## src/rtl/scope_capture_trigger_ring_assert.svh

```systemverilog
// assertion macros for the capture rtl
`ifndef SCOPE_CAPTURE_TRIGGER_RING_ASSERT_SVH
`define SCOPE_CAPTURE_TRIGGER_RING_ASSERT_SVH

// implication checked every cycle outside reset
`define SCR_ASSERT_IMPL(label, clk, rst, lhs, rhs) \
   label: assert property (@(posedge clk) disable iff (rst) (lhs) |-> (rhs)) \
      else $error("assertion failed");

// next-cycle implication checked outside reset
`define SCR_ASSERT_NEXT(label, clk, rst, lhs, rhs) \
   label: assert property (@(posedge clk) disable iff (rst) (lhs) |=> (rhs)) \
      else $error("assertion failed");

`endif

```

## src/rtl/scr_mod_serial.sv

```systemverilog
// bit-serial remainder of a 32-bit word by a 16-bit divisor, one bit a cycle
module scr_mod_serial (
   input  logic        clock,
   input  logic        reset,
   input  logic        start,
   input  logic [31:0] dividend,
   input  logic [15:0] divisor,
   output logic        busy,
   output logic        done,
   output logic        zero_rem
);
   logic [31:0] shift_ff, shift_in;
   logic [16:0] rem_ff, rem_in;
   logic [5:0]  cnt_ff, cnt_in;
   logic        busy_ff, busy_in, done_ff, done_in;
   logic [16:0] trial;

   // shift one dividend bit into the partial remainder
   always_comb begin
      trial    = {rem_ff[15:0], shift_ff[31]};
      shift_in = shift_ff;
      rem_in   = rem_ff;
      cnt_in   = cnt_ff;
      busy_in  = busy_ff;
      done_in  = 1'b0;
      if (start) begin
         shift_in = dividend;
         rem_in   = '0;
         cnt_in   = 6'd0;
         busy_in  = 1'b1;
      end else if (busy_ff) begin
         shift_in = {shift_ff[30:0], 1'b0};
         rem_in   = (trial >= {1'b0, divisor}) ? trial - {1'b0, divisor} : trial;
         cnt_in   = cnt_ff + 6'd1;
         if (cnt_ff == 6'd31) begin
            busy_in = 1'b0;
            done_in = 1'b1;
         end
      end
   end

   always_ff @(posedge clock) begin
      if (reset) begin
         busy_ff <= 1'b0;
         done_ff <= 1'b0;
         cnt_ff  <= '0;
      end else begin
         busy_ff <= busy_in;
         done_ff <= done_in;
         cnt_ff  <= cnt_in;
      end
      shift_ff <= shift_in;
      rem_ff   <= rem_in;
   end

   assign busy     = busy_ff;
   assign done     = done_ff;
   assign zero_rem = (rem_ff == 17'd0);
endmodule

```

## config.mk

```make
export PLATFORM = sky130hd
export DESIGN_NAME = scr_mod_serial
export DESIGN_NICKNAME = d
export VERILOG_FILES = /design/src/rtl/scope_capture_trigger_ring_assert.svh /design/src/rtl/scr_mod_serial.sv
export SDC_FILE = /design/constraint.sdc
export NUM_CORES = 1
export LEC_CHECK = 0
export ABC_AREA = 0
export BUFFER_PORTS_ARGS = -buffer_cell sky130_fd_sc_hd__buf_2
export CAP_MARGIN = 15
export CORE_MARGIN = 5
export CORE_UTILIZATION = 25
export DETAILED_ROUTE_END_ITERATION = 16
export GPL_ROUTABILITY_DRIVEN = 0
export GPL_TIMING_DRIVEN = 0
export PLACE_DENSITY = 0.47
export SYNTH_ARGS = -nofsm -noshare
export SYNTH_HDL_FRONTEND = slang
export SYNTH_SLANG_ARGS = --single-unit
```

## constraint.sdc

```tcl
create_clock -name clock -period 2.25 [get_ports clock]
set_input_delay 0.45 -clock clock [delete_from_list [all_inputs] [get_ports clock]]
set_output_delay 0.45 -clock clock [all_outputs]
set_load 0.05 [all_outputs]
```

==> results.txt, run 1 <==
Status -> complete, but fails checks
Failing checks -> setup timing
Synth Area in Compound Gates -> 18.6%
Flip-flop and latch count after synthesis -> 57
Iter 0 DRT Violations -> 242
Die footprint -> 16400 um^2
Layout cells sized above 1 -> 42.2%
Achievable frequency -> 412 MHz
PortBufs -> 53
Worst-Margin Slew -> 650 ps
Tmin final -> 2430 ps
Fin crit share -> 108%
Placement Setup Slack -> -521 ps
Mean Syn Cell Area -> 10.1 um^2
Worst skew pair latency -> 320 ps
Ys flop type -> edfxtp_1
Worst Setup EP -> rem_ff[16]
Starting density of the core -> 25.4%
Worst Skew -> 3.26 ps
Leakage -> 1.86 nW
Root Driver -> clkbuf_16
Yosys top cell by area -> edfxtp_1
Post-Syn Instances -> 345
WS Path Type -> flip-flop to flip-flop
Share of the synthesized area in the top cell type -> 27.5%
Final ANT Viol Nets -> 0
# rows -> 43
Net Count, Synth -> 414
Total wire length -> 9910 um
GRT Overall Usage -> 11.8%
Vias -> 3037
Synth Area in Adders -> 6.66%
Post-Synth Simple-Gate Area -> 13.9%
Nets -> 495
Setup TNS -> -730 ps
Final worst slack -> -177 ps
Die W -> 128 um
CP Max Fanout -> 5
CTS Sinks -> 57
Reg2Reg Launch Point -> shift_ff[31]
VDD IR max -> 0.363 mV
Post-synthesis cell type count -> 55
Largest net degree at the start of global routing -> 33
Crit path launch type -> flip-flop
Buffer depth of the longest clock path -> 2
Final HPWL DP -> 6910 um
Sequential fraction of the synthesis area -> 41.8%
DIE HEIGHT -> 128 um
Initial antenna violation count -> 0
Worst R2R End -> rem_ff[16]
Relative slew margins -> 56.6%
Number of diodes -> 0
Fillers -> 1443
Vias per Instance -> 4.97
Ys Warns -> 0
Reg2Reg Setup Slack -> -180 ps
Setup Viol. Count Final -> 6
MaxCap Viol Count -> 0
CTS buffer count -> 9
Worst Setup End Kind -> flip-flop
Commonest cells post-synth -> 32 x edfxtp_1, 31 x mux2_2, 29 x nor2_1, 25 x dfxtp_1
Ys async rst share -> 0%
Total congestion overflow -> 0
Setup crit start -> shift_ff[31]
Number of flops mapped to enable cells by yosys -> 32
Avg WL per Cell -> 16.2 um
First-pass GRT wire length -> 15300 um
Slew Limit Fails -> 0
Core Region -> 13800 um^2
CTS tree -> yes
RSZ-0062 raised after global routing -> true
DRC -> 0
Worst EP required -> 2480 ps
Total Power -> 3.59 mW
PD cells -> 748 nW/um^2
IO Pins -> 54
Post-synthesis mux area share -> 10.8%
Main combinational cell family by area after synthesis -> compound AO/OA/AOI/OAI gates
Max H-tree Level -> 3
Reg2Reg Depth -> 10
Post-synthesis xor/xnor area fraction -> 3.76%
Clock-pin slew on the worst setup and hold paths -> 50 ps
Area grow syn2layout -> 37.2%
Most common cell in the netlist -> edfxtp_1
CP arrival -> 2660 ps
Post-Syn Area -> 3500 um^2
Vias in the first global route -> 2968
Final hold vios -> 0
Pre-antenna DRT Iters -> 4
Worst Hold Class -> input port to flip-flop
Largest cells by area after synthesis -> edfxtp_1 27%, dfxtp_1 14%, mux2_2 10%
worst max-delay path, stage by stage, from the launching register on:
cell and delay, ps:
edfxtp_1 370, inv_2 90, ha_4 130, inv_2 30, fa_2 340, a21o_1 220
a221oi_4 380, o211a_1 240, o21ai_2 70, a211o_1 250, a311oi_2 230
through the flow:
step | util (%) | cell area [um^2] | std cells | hold slack (ps)
final | 34.8 | 4800 | 611 | 302
after global routing | 34.8 | 4800 | 611 | 302
after CTS | 32.9 | 4540 | 604 | 296
after detailed placement | 29.1 | 4010 | 578 | 488
after global placement | 29.1 | 4010 | 578 | 470
after floorplan | - | 3520 | 345 | 454
layout by cell type (no fill, tap or decap), drive strengths merged, types with 4 or more instances in the layout:
cell type / netlist / final
xnor2: 9 / 9
nand2: 20 / 20
a31oi: 4 / 4
or3: 5 / 5
dfxtp: 25 / 25
o21ai: 17 / 17
xor2: 6 / 6
mux2: 31 / 31
a21o: 8 / 8
a311oi: 11 / 11
inv: 20 / 20
nand3: 11 / 11
a21oi: 15 / 15
edfxtp: 32 / 32
nor3: 6 / 6
nand4: 6 / 6
clkbuf: 11 / 21
nor4: 7 / 7
nor2: 29 / 29
buf: 7 / 77
ha: 17 / 17
report_power, final:
part | switching, mW | internal (mW)
Sequential | 0.0602 | 1.21
Combinational | 0.387 | 0.362
Clock | 0.463 | 1.11
Total | 0.910 | 2.68
worst min-delay path by stage:
stage / from / cells past startpoint / endpoint / slack (ps)
floorplan: cnt_ff[5] / 2 / cnt_ff[5] / 450
global placement: cnt_ff[5] / 2 / cnt_ff[5] / 470
detailed placement: cnt_ff[5] / 2 / cnt_ff[5] / 490
CTS: reset / 2 / busy / 300
global route: reset / 2 / busy / 300
finish: reset / 2 / busy / 300
state kept, by name, summed over array words and instances (netlist names):
name	count
busy	1
cnt_ff	6
done	1
rem_ff	17
shift_ff	32
what timing repair did:
item	CTS	global route
setup endpoints to repair	48	50
gates resized for setup	29	47
pin swaps	13	17
gates cloned	1	1
setup buffers	9	6
hold buffers	0	0
metal layers:
layer / vias up / routed length, um / share of wire, % / GRT usage [%]
met5: - / 0 / 0 / 0
met4: 0 / 165 / 1.7 / 3.37
met3: 15 / 321 / 3.2 / 3.21
met2: 63 / 4820 / 49 / 19.1
met1: 1494 / 4600 / 46 / 15.3
li1: 1465 / - / - / -
final cells by class:
cell class | count | area [um^2] | area share (%)
tap | 180 | 225 | 4.70
multi-input combinational | 251 | 2180 | 45.4
buffer | 18 | 105 | 2.19
clock inverter | 5 | 103 | 2.14
inverter | 20 | 75.1 | 1.57
clock buffer | 11 | 243 | 5.06
timing repair buffer | 69 | 399 | 8.32
sequential | 57 | 1470 | 30.7
kinds of logic (layout without fill, tap and decap cells):
group                      Yosys count  count (layout)
xor gates and xnor gates            15              15
muxes                               34              34
AOI/OAI and AO/OA                   85              85
buffers and inverters               38             123
and+or+nand+nor                     98              99
adders and majority gates           18              18
DFF                                 57              57
No activity file was read; power rests on OpenSTA's default activity.
==> inputs of run 2 (changes only) <==
--- a/config.mk
+++ b/config.mk
@@ -12,7 +12,6 @@
 export CORE_UTILIZATION = 25
 export DETAILED_ROUTE_END_ITERATION = 16
 export GPL_ROUTABILITY_DRIVEN = 0
-export GPL_TIMING_DRIVEN = 0
 export PLACE_DENSITY = 0.47
 export SYNTH_ARGS = -nofsm -noshare
 export SYNTH_HDL_FRONTEND = slang
==> run 2 against run 1 <==
  * Critical path depth up 1
  * Design area up 2.5%
  * Via count up 2.0%
  * Wire length down 3.0%
  * Cell count up 6.1%
  * The flow still finishes with violations (setup timing)
  * Fmax up 2.3%
==> results.txt, run 2 (same netlist as run 1, synthesis figures left out) <==
Area grow syn2layout -> 40.6%
Clock-pin slew on the worst setup and hold paths -> 50 ps (about the same)
First-pass GRT wire length -> 15500 um (+1.4%)
Core Region -> 13800 um^2 (unchanged)
Max H-tree Level -> 3 (unchanged)
DIE HEIGHT -> 128 um (unchanged)
CTS tree -> yes
Post-Layout Cell Count -> 648 (+6.1%)
Worst path slowest cell -> edfxtp_1
Worst EP required -> 2480 ps (about the same)
Final hold vios -> 0 (unchanged)
PortBufs -> 53 (unchanged)
Worst Hold Class -> input port to flip-flop
Root Driver -> clkbuf_16
Tmin final -> 2370 ps (-54.6 ps)
Max reg flops -> 32 (unchanged)
GRT Overall Usage -> 11.7% (-0.016 points)
Cells along the critical path -> inv_2 > ha_4 > inv_2 > fa_2 > a21o_1 > a221oi_4 > buf_6 > o211a_1 > o21ai_2 > a211o_1 > a311oi_2
Final HPWL DP -> 6960 um (+0.76%)
VDD IR max -> 0.319 mV (-12%)
Cell count after placement -> 618 (+6.9%)
PD cells -> 666 nW/um^2 (-11%)
Failing checks -> setup timing
Utilization after layout -> 35.7% (+0.85 points)
Commonest non-fill, non-tap cell in the layout -> buf_4
Setup Viol. Count Final -> 5 (-1)
Final ANT Viol Nets -> 0 (unchanged)
Leakage -> 2.04 nW (+9.4%)
GR Util met3 -> 1.71% (-1.5 points)
Number of diodes -> 0 (unchanged)
Relative slew margins -> 48.8% (-7.8 points)
Most flops, register -> shift_ff
Starting density of the core -> 25.4% (unchanged)
Vias in the first global route -> 3186 (+7.3%)
Largest net degree at the start of global routing -> 58 (+76%)
Setup TNS -> -391 ps (+339 ps)
Family with the most delay on the worst path -> compound AO/OA/AOI/OAI gates
Slew Limit Fails -> 0 (unchanged)
CP arrival -> 2610 ps (-50 ps)
Met1 usage -> 15.3% (-0.027 points)
# rows -> 43 (unchanged)
CTS buffer count -> 9 (unchanged)
Total wire length -> 9620 um (-3.0%)
IO Pins -> 54 (unchanged)
Nets -> 532 (+7.5%)
Buffer depth of the longest clock path -> 2 (unchanged)
Fillers -> 1445 (+0.14%)
Met2 GRT Util -> 20.1% (+1.0 points)
Slowest stage delay, CP -> 370 ps (about the same)
Most numerous cell on the critical path -> inv_2
Achievable frequency -> 421 MHz (+2.3%)
Initial antenna violation count -> 0 (unchanged)
Worst Skew -> 6.47 ps (+3.21 ps)
Pre-antenna DRT Iters -> 5 (+1)
Status -> complete, but fails checks
Die footprint -> 16400 um^2 (unchanged)
MaxCap Viol Count -> 0 (unchanged)
Largest registers -> shift_ff (32), rem_ff (17), cnt_ff (6)
Vias per Instance -> 4.78 (-3.8%)
Worst Setup End Kind -> flip-flop
CP Buf/Inv Count -> 3 (+1)
Hold_buf cts -> 0 (unchanged)
Commonest cells after routing, fill and taps aside -> 68 x buf_4, 52 x buf_2, 32 x edfxtp_1
Fin crit share -> 105% (-2.4 points)
WS Path Type -> flip-flop to flip-flop
Placement Setup Slack -> -407 ps (+114 ps)
Avg WL per Cell -> 14.8 um (-8.5%)
Worst-Margin Slew -> 768 ps (+118 ps)
Final worst slack -> -123 ps (+54.6 ps)
GRT Max-Usage Layer -> met2
Crit path launch type -> flip-flop
Layout cells sized above 1 -> 44.0% (+1.8 points)
Iter 0 DRT Violations -> 192 (-21%)
CP Max Fanout -> 6 (+1)
Worst skew pair latency -> 320 ps (about the same)
Die W -> 128 um (unchanged)
Total congestion overflow -> 0 (unchanged)
CTS Sinks -> 57 (unchanged)
RSZ-0062 raised after global routing -> true
DRC -> 0 (unchanged)
Vias -> 3097 (+2.0%)
-- run 2: cell count changes in the layout (fill, tap and decap cells not counted), sizes merged --
| cell | change |
|---|---|
| buf | +47 |
| clkinv | +4 |
| a21oi | +1 |
| or2 | -1 |
| bufinv | -3 |
| clkbuf | -11 |
-- run 2: area by class of cell --
cell class / count / area, um^2 / area share (%)
Multi-Input combinational cell: 251 / 2050 / 41.8
Clock inverter: 6 / 35.0 / 0.713
Sequential cell: 57 / 1460 / 29.8
Timing Repair Buffer: 124 / 833 / 17.0
Clock buffer: 10 / 229 / 4.66
Tap cell: 180 / 225 / 4.58
Inverter: 20 / 75.1 / 1.53
-- run 2: final timing paths --
check	startpoint	to	slack, ps	depth (start not counted)
worst max-delay path	shift_ff[31]	rem_ff[16]	-120	11
worst min-delay path	reset	busy	300	2
worst max register to register	shift_ff[31]	rem_ff[16]	-120	11
worst min register to register	cnt_ff[5]	cnt_ff[5]	490	2
-- run 2: per-layer routing --
layer,wire length (um),part of all wire (%)
met1,4370,45
met2,4720,49
met3,394,4.1
met4,129,1.3
met5,0,0
-- run 2: where the power goes --
group	internal (mW)	leakage [nW]	switching [mW]
clock network	0.736	0.130	0.468
registers	1.20	0.528	0.0381
logic	0.417	1.38	0.412
-- run 2: metrics by stage --
stage               total power [mW]  hold slack, ps  area, um^2
finish                          3.27             297        4910
global route                    3.45             303        4910
CTS                             3.27             288        4800
detailed placement              2.01             483        4390
global placement                2.00             468        4390
floorplan                       1.71             454        3520
-- run 2: repair_timing --
action                                  in CTS  in global routing
buffers inserted                             6                  7
pin swaps                                    7                  9
gates cloned                                 1                  0
gates resized for setup                     17                 16
endpoints found under the setup margin      17                 17
==> inputs of run 3 (changes only) <==
--- a/config.mk
+++ b/config.mk
@@ -8,11 +8,13 @@
 export ABC_AREA = 0
 export BUFFER_PORTS_ARGS = -buffer_cell sky130_fd_sc_hd__buf_2
 export CAP_MARGIN = 15
+export CELL_PAD_IN_SITES_DETAIL_PLACEMENT = 0
+export CELL_PAD_IN_SITES_GLOBAL_PLACEMENT = 1
 export CORE_MARGIN = 5
 export CORE_UTILIZATION = 25
 export DETAILED_ROUTE_END_ITERATION = 16
 export GPL_ROUTABILITY_DRIVEN = 0
-export PLACE_DENSITY = 0.47
+export PLACE_DENSITY = 0.56
 export SYNTH_ARGS = -nofsm -noshare
 export SYNTH_HDL_FRONTEND = slang
 export SYNTH_SLANG_ARGS = --single-unit
==> run 3 against run 2 <==
  * The run still ends with setup timing left
  * Critical path depth stayed put
  * Critical path type unchanged
  * Via count is 1.4% lower
  * Register-to-register slack better by 20 ps
==> results.txt, run 3 (same netlist as run 1, synthesis figures left out) <==
Fin crit share -> 104% (-0.98 points)
Root Driver -> clkbuf_16
Flop pwr share -> 35.5% (-2.5 points)
DIE HEIGHT -> 128 um (unchanged)
CP arrival -> 2590 ps (-20 ps)
Final worst slack -> -101 ps (+22.0 ps)
WHS Endpoint -> busy
Tmin final -> 2350 ps (-22.0 ps)
Die footprint -> 16400 um^2 (unchanged)
Largest registers -> shift_ff (32), rem_ff (17), cnt_ff (6)
CP Max Fanout -> 6 (unchanged)
Utilization after layout -> 36.4% (+0.72 points)
Number of diodes -> 0 (unchanged)
Initial antenna violation count -> 0 (unchanged)
Hold_buf cts -> 0 (unchanged)
Vias -> 3053 (-1.4%)
Worst skew pair latency -> 320 ps (about the same)
Status -> complete, but fails checks
Reg2Reg Depth -> 11 (unchanged)
Vias per Instance -> 4.70 (-1.7%)
Iter 0 DRT Violations -> 145 (-24%)
Worst Setup End Kind -> flip-flop
Buffer depth of the longest clock path -> 2 (unchanged)
Reg2Reg Setup Slack -> -100 ps (+20 ps)
Total wire length -> 9660 um (+0.51%)
Commonest non-fill, non-tap cell in the layout -> buf_4
CTS Sinks -> 57 (unchanged)
First-pass GRT wire length -> 15100 um (-2.6%)
Avg WL per Cell -> 14.9 um (+0.20%)
Core Region -> 13800 um^2 (unchanged)
DRC -> 0 (unchanged)
CTS buffer count -> 9 (unchanged)
Worst Skew -> 7.68 ps (+1.22 ps)
Comb pwr share -> 23.9% (-1.4 points)
Worst R2R End -> rem_ff[16]
Crit path launch type -> flip-flop
Worst Hold Class -> input port to flip-flop
Relative slew margins -> 49.1% (+0.32 points)
Post-Layout Inst Area -> 5010 um^2 (+2.0%)
Total congestion overflow -> 0 (unchanged)
Starting density of the core -> 25.4% (unchanged)
Pre-antenna DRT Iters -> 6 (+1)
Max reg flops -> 32 (unchanged)
Final ANT Viol Nets -> 0 (unchanged)
Die W -> 128 um (unchanged)
Achievable frequency -> 425 MHz (+0.93%)
Power share of the clock group -> 40.6% (+3.9 points)
MaxCap Viol Count -> 0 (unchanged)
Vias in the first global route -> 3110 (-2.4%)
Placed cell areas -> 4420 um^2 (+0.68%)
IO Pins -> 54 (unchanged)
VDD IR max -> 0.349 mV (+9.4%)
Setup Viol. Count Final -> 5 (unchanged)
Min-Delay Path Depth -> 2 (unchanged)
P_sw -> 918 uW (about the same)
Commonest cells after routing, fill and taps aside -> 70 x buf_4, 52 x buf_2, 32 x edfxtp_1
Leakage -> 2.09 nW (+2.5%)
Layout cells sized above 1 -> 45.3% (+1.3 points)
Max H-tree Level -> 3 (unchanged)
# rows -> 43 (unchanged)
Final HPWL DP -> 6910 um (-0.82%)
Cells along the critical path -> inv_2 > ha_4 > inv_2 > fa_2 > a21o_1 > a221oi_4 > buf_6 > o211a_1 > o21ai_2 > a211o_1 > a311oi_2
RSZ-0062 raised after global routing -> true
GRT Overall Usage -> 11.7% (-0.090 points)
Failing checks -> setup timing
Worst-Margin Slew -> 763 ps (-4.74 ps)
Switching fraction of total power -> 26.2% (-1.8 points)
PortBufs -> 53 (unchanged)
Worst Hold Launch -> reset
PD cells -> 700 nW/um^2 (+5.0%)
Largest net degree at the start of global routing -> 58 (unchanged)
Worst EP required -> 2480 ps (about the same)
Area grow syn2layout -> 43.4%
Most flops, register -> shift_ff
Worst path slowest cell -> edfxtp_1
Slew Limit Fails -> 0 (unchanged)
Slowest stage delay, CP -> 370 ps (about the same)
Final hold vios -> 0 (unchanged)
Reg2Reg Launch Point -> shift_ff[31]
Clock-pin slew on the worst setup and hold paths -> 50 ps (about the same)
Most numerous cell on the critical path -> inv_2
CTS tree -> yes
WS Path Type -> flip-flop to flip-flop
Nets -> 535 (+0.56%)
Pint -> 2.59 mW (+9.8%)
[run 3: cell types whose count changed in the layout (fill, tap and decap cells not counted), moves of 2 or more]
cell / before / now
buf_4: 68 / 70
dfxtp_2: 2 / 4
bufinv_16: 0 / 2
clkinv_2: 3 / 1
dfxtp_1: 23 / 21
[run 3: final cells by class]
type                       instances  area [um^2]
sequential                        57         1470
inverter                          20         75.1
clock inverter                     6         83.8
clock buffer                       9          225
timing repair buffer             127          860
multi-input combinational        251         2080
tap                              180          225
fill                            1446         8760
[run 3: how the worst max path moves through the flow]
stage | from | to | slack, ps | depth (start not counted)
final | shift_ff[31] | rem_ff[16] | -100 | 11
after global placement | divisor[12] | rem_ff[14] | -480 | 9
after floorplan | divisor[0] | rem_ff[16] | -6 | 9
after detailed placement | divisor[12] | rem_ff[14] | -460 | 9
after global routing | shift_ff[31] | rem_ff[16] | -240 | 11
after CTS | shift_ff[31] | rem_ff[16] | -130 | 11
[run 3: metrics by stage]
step | instances | power, mW | worst slack (ps) | hold slack, ps | setup TNS (ps)
6_report | 650 | 3.51 | -101 | 295 | -227
5_1_grt | 650 | 3.68 | -238 | 290 | -1010
4_1_cts | 643 | 3.52 | -128 | 278 | -272
3_5_place_dp | 622 | 2.01 | -460 | 478 | -6390
3_3_place_gp | 622 | 2.01 | -477 | 465 | -6890
2_1_floorplan | 345 | 1.71 | -6.20 | 454 | -6.20
[run 3: layer usage]
| layer | vias to the layer above | share of wire [%] | track usage, % |
|---|---|---|---|
| li1 | 1542 | - | - |
| met3 | 8 | 2.6 | 2.75 |
| met5 | - | 0 | 0 |
| met1 | 1454 | 48 | 15.2 |
| met4 | 0 | 1.1 | 3.31 |
| met2 | 49 | 48 | 19.2 |
[run 3: power groups by stage]
| stage | sequential [mW] | combinational [mW] | clock [mW] |
|---|---|---|---|
| CTS | 1.24 | 0.801 | 1.48 |
| finish | 1.24 | 0.838 | 1.42 |
| global placement | 1.26 | 0.756 | 0 |
| floorplan | 1.26 | 0.447 | 0 |
| global route | 1.25 | 0.917 | 1.51 |
| detailed placement | 1.26 | 0.756 | 0 |
[run 3: timing repair]
item                       in CTS  in global routing
setup buffers                   5                  7
pin swaps                       8                 16
setup endpoints to repair      17                 15
gates resized for setup        15                 21
gates cloned                    1                  0
[run 3: critical path, delay by kind of cell (launching register included)]
kind                       cells  cell delay, ps
adders and majority gates      2             470
buffers and inverters          3             270
DFF                            1             370
AOI/OAI and AO/OA              6            1150
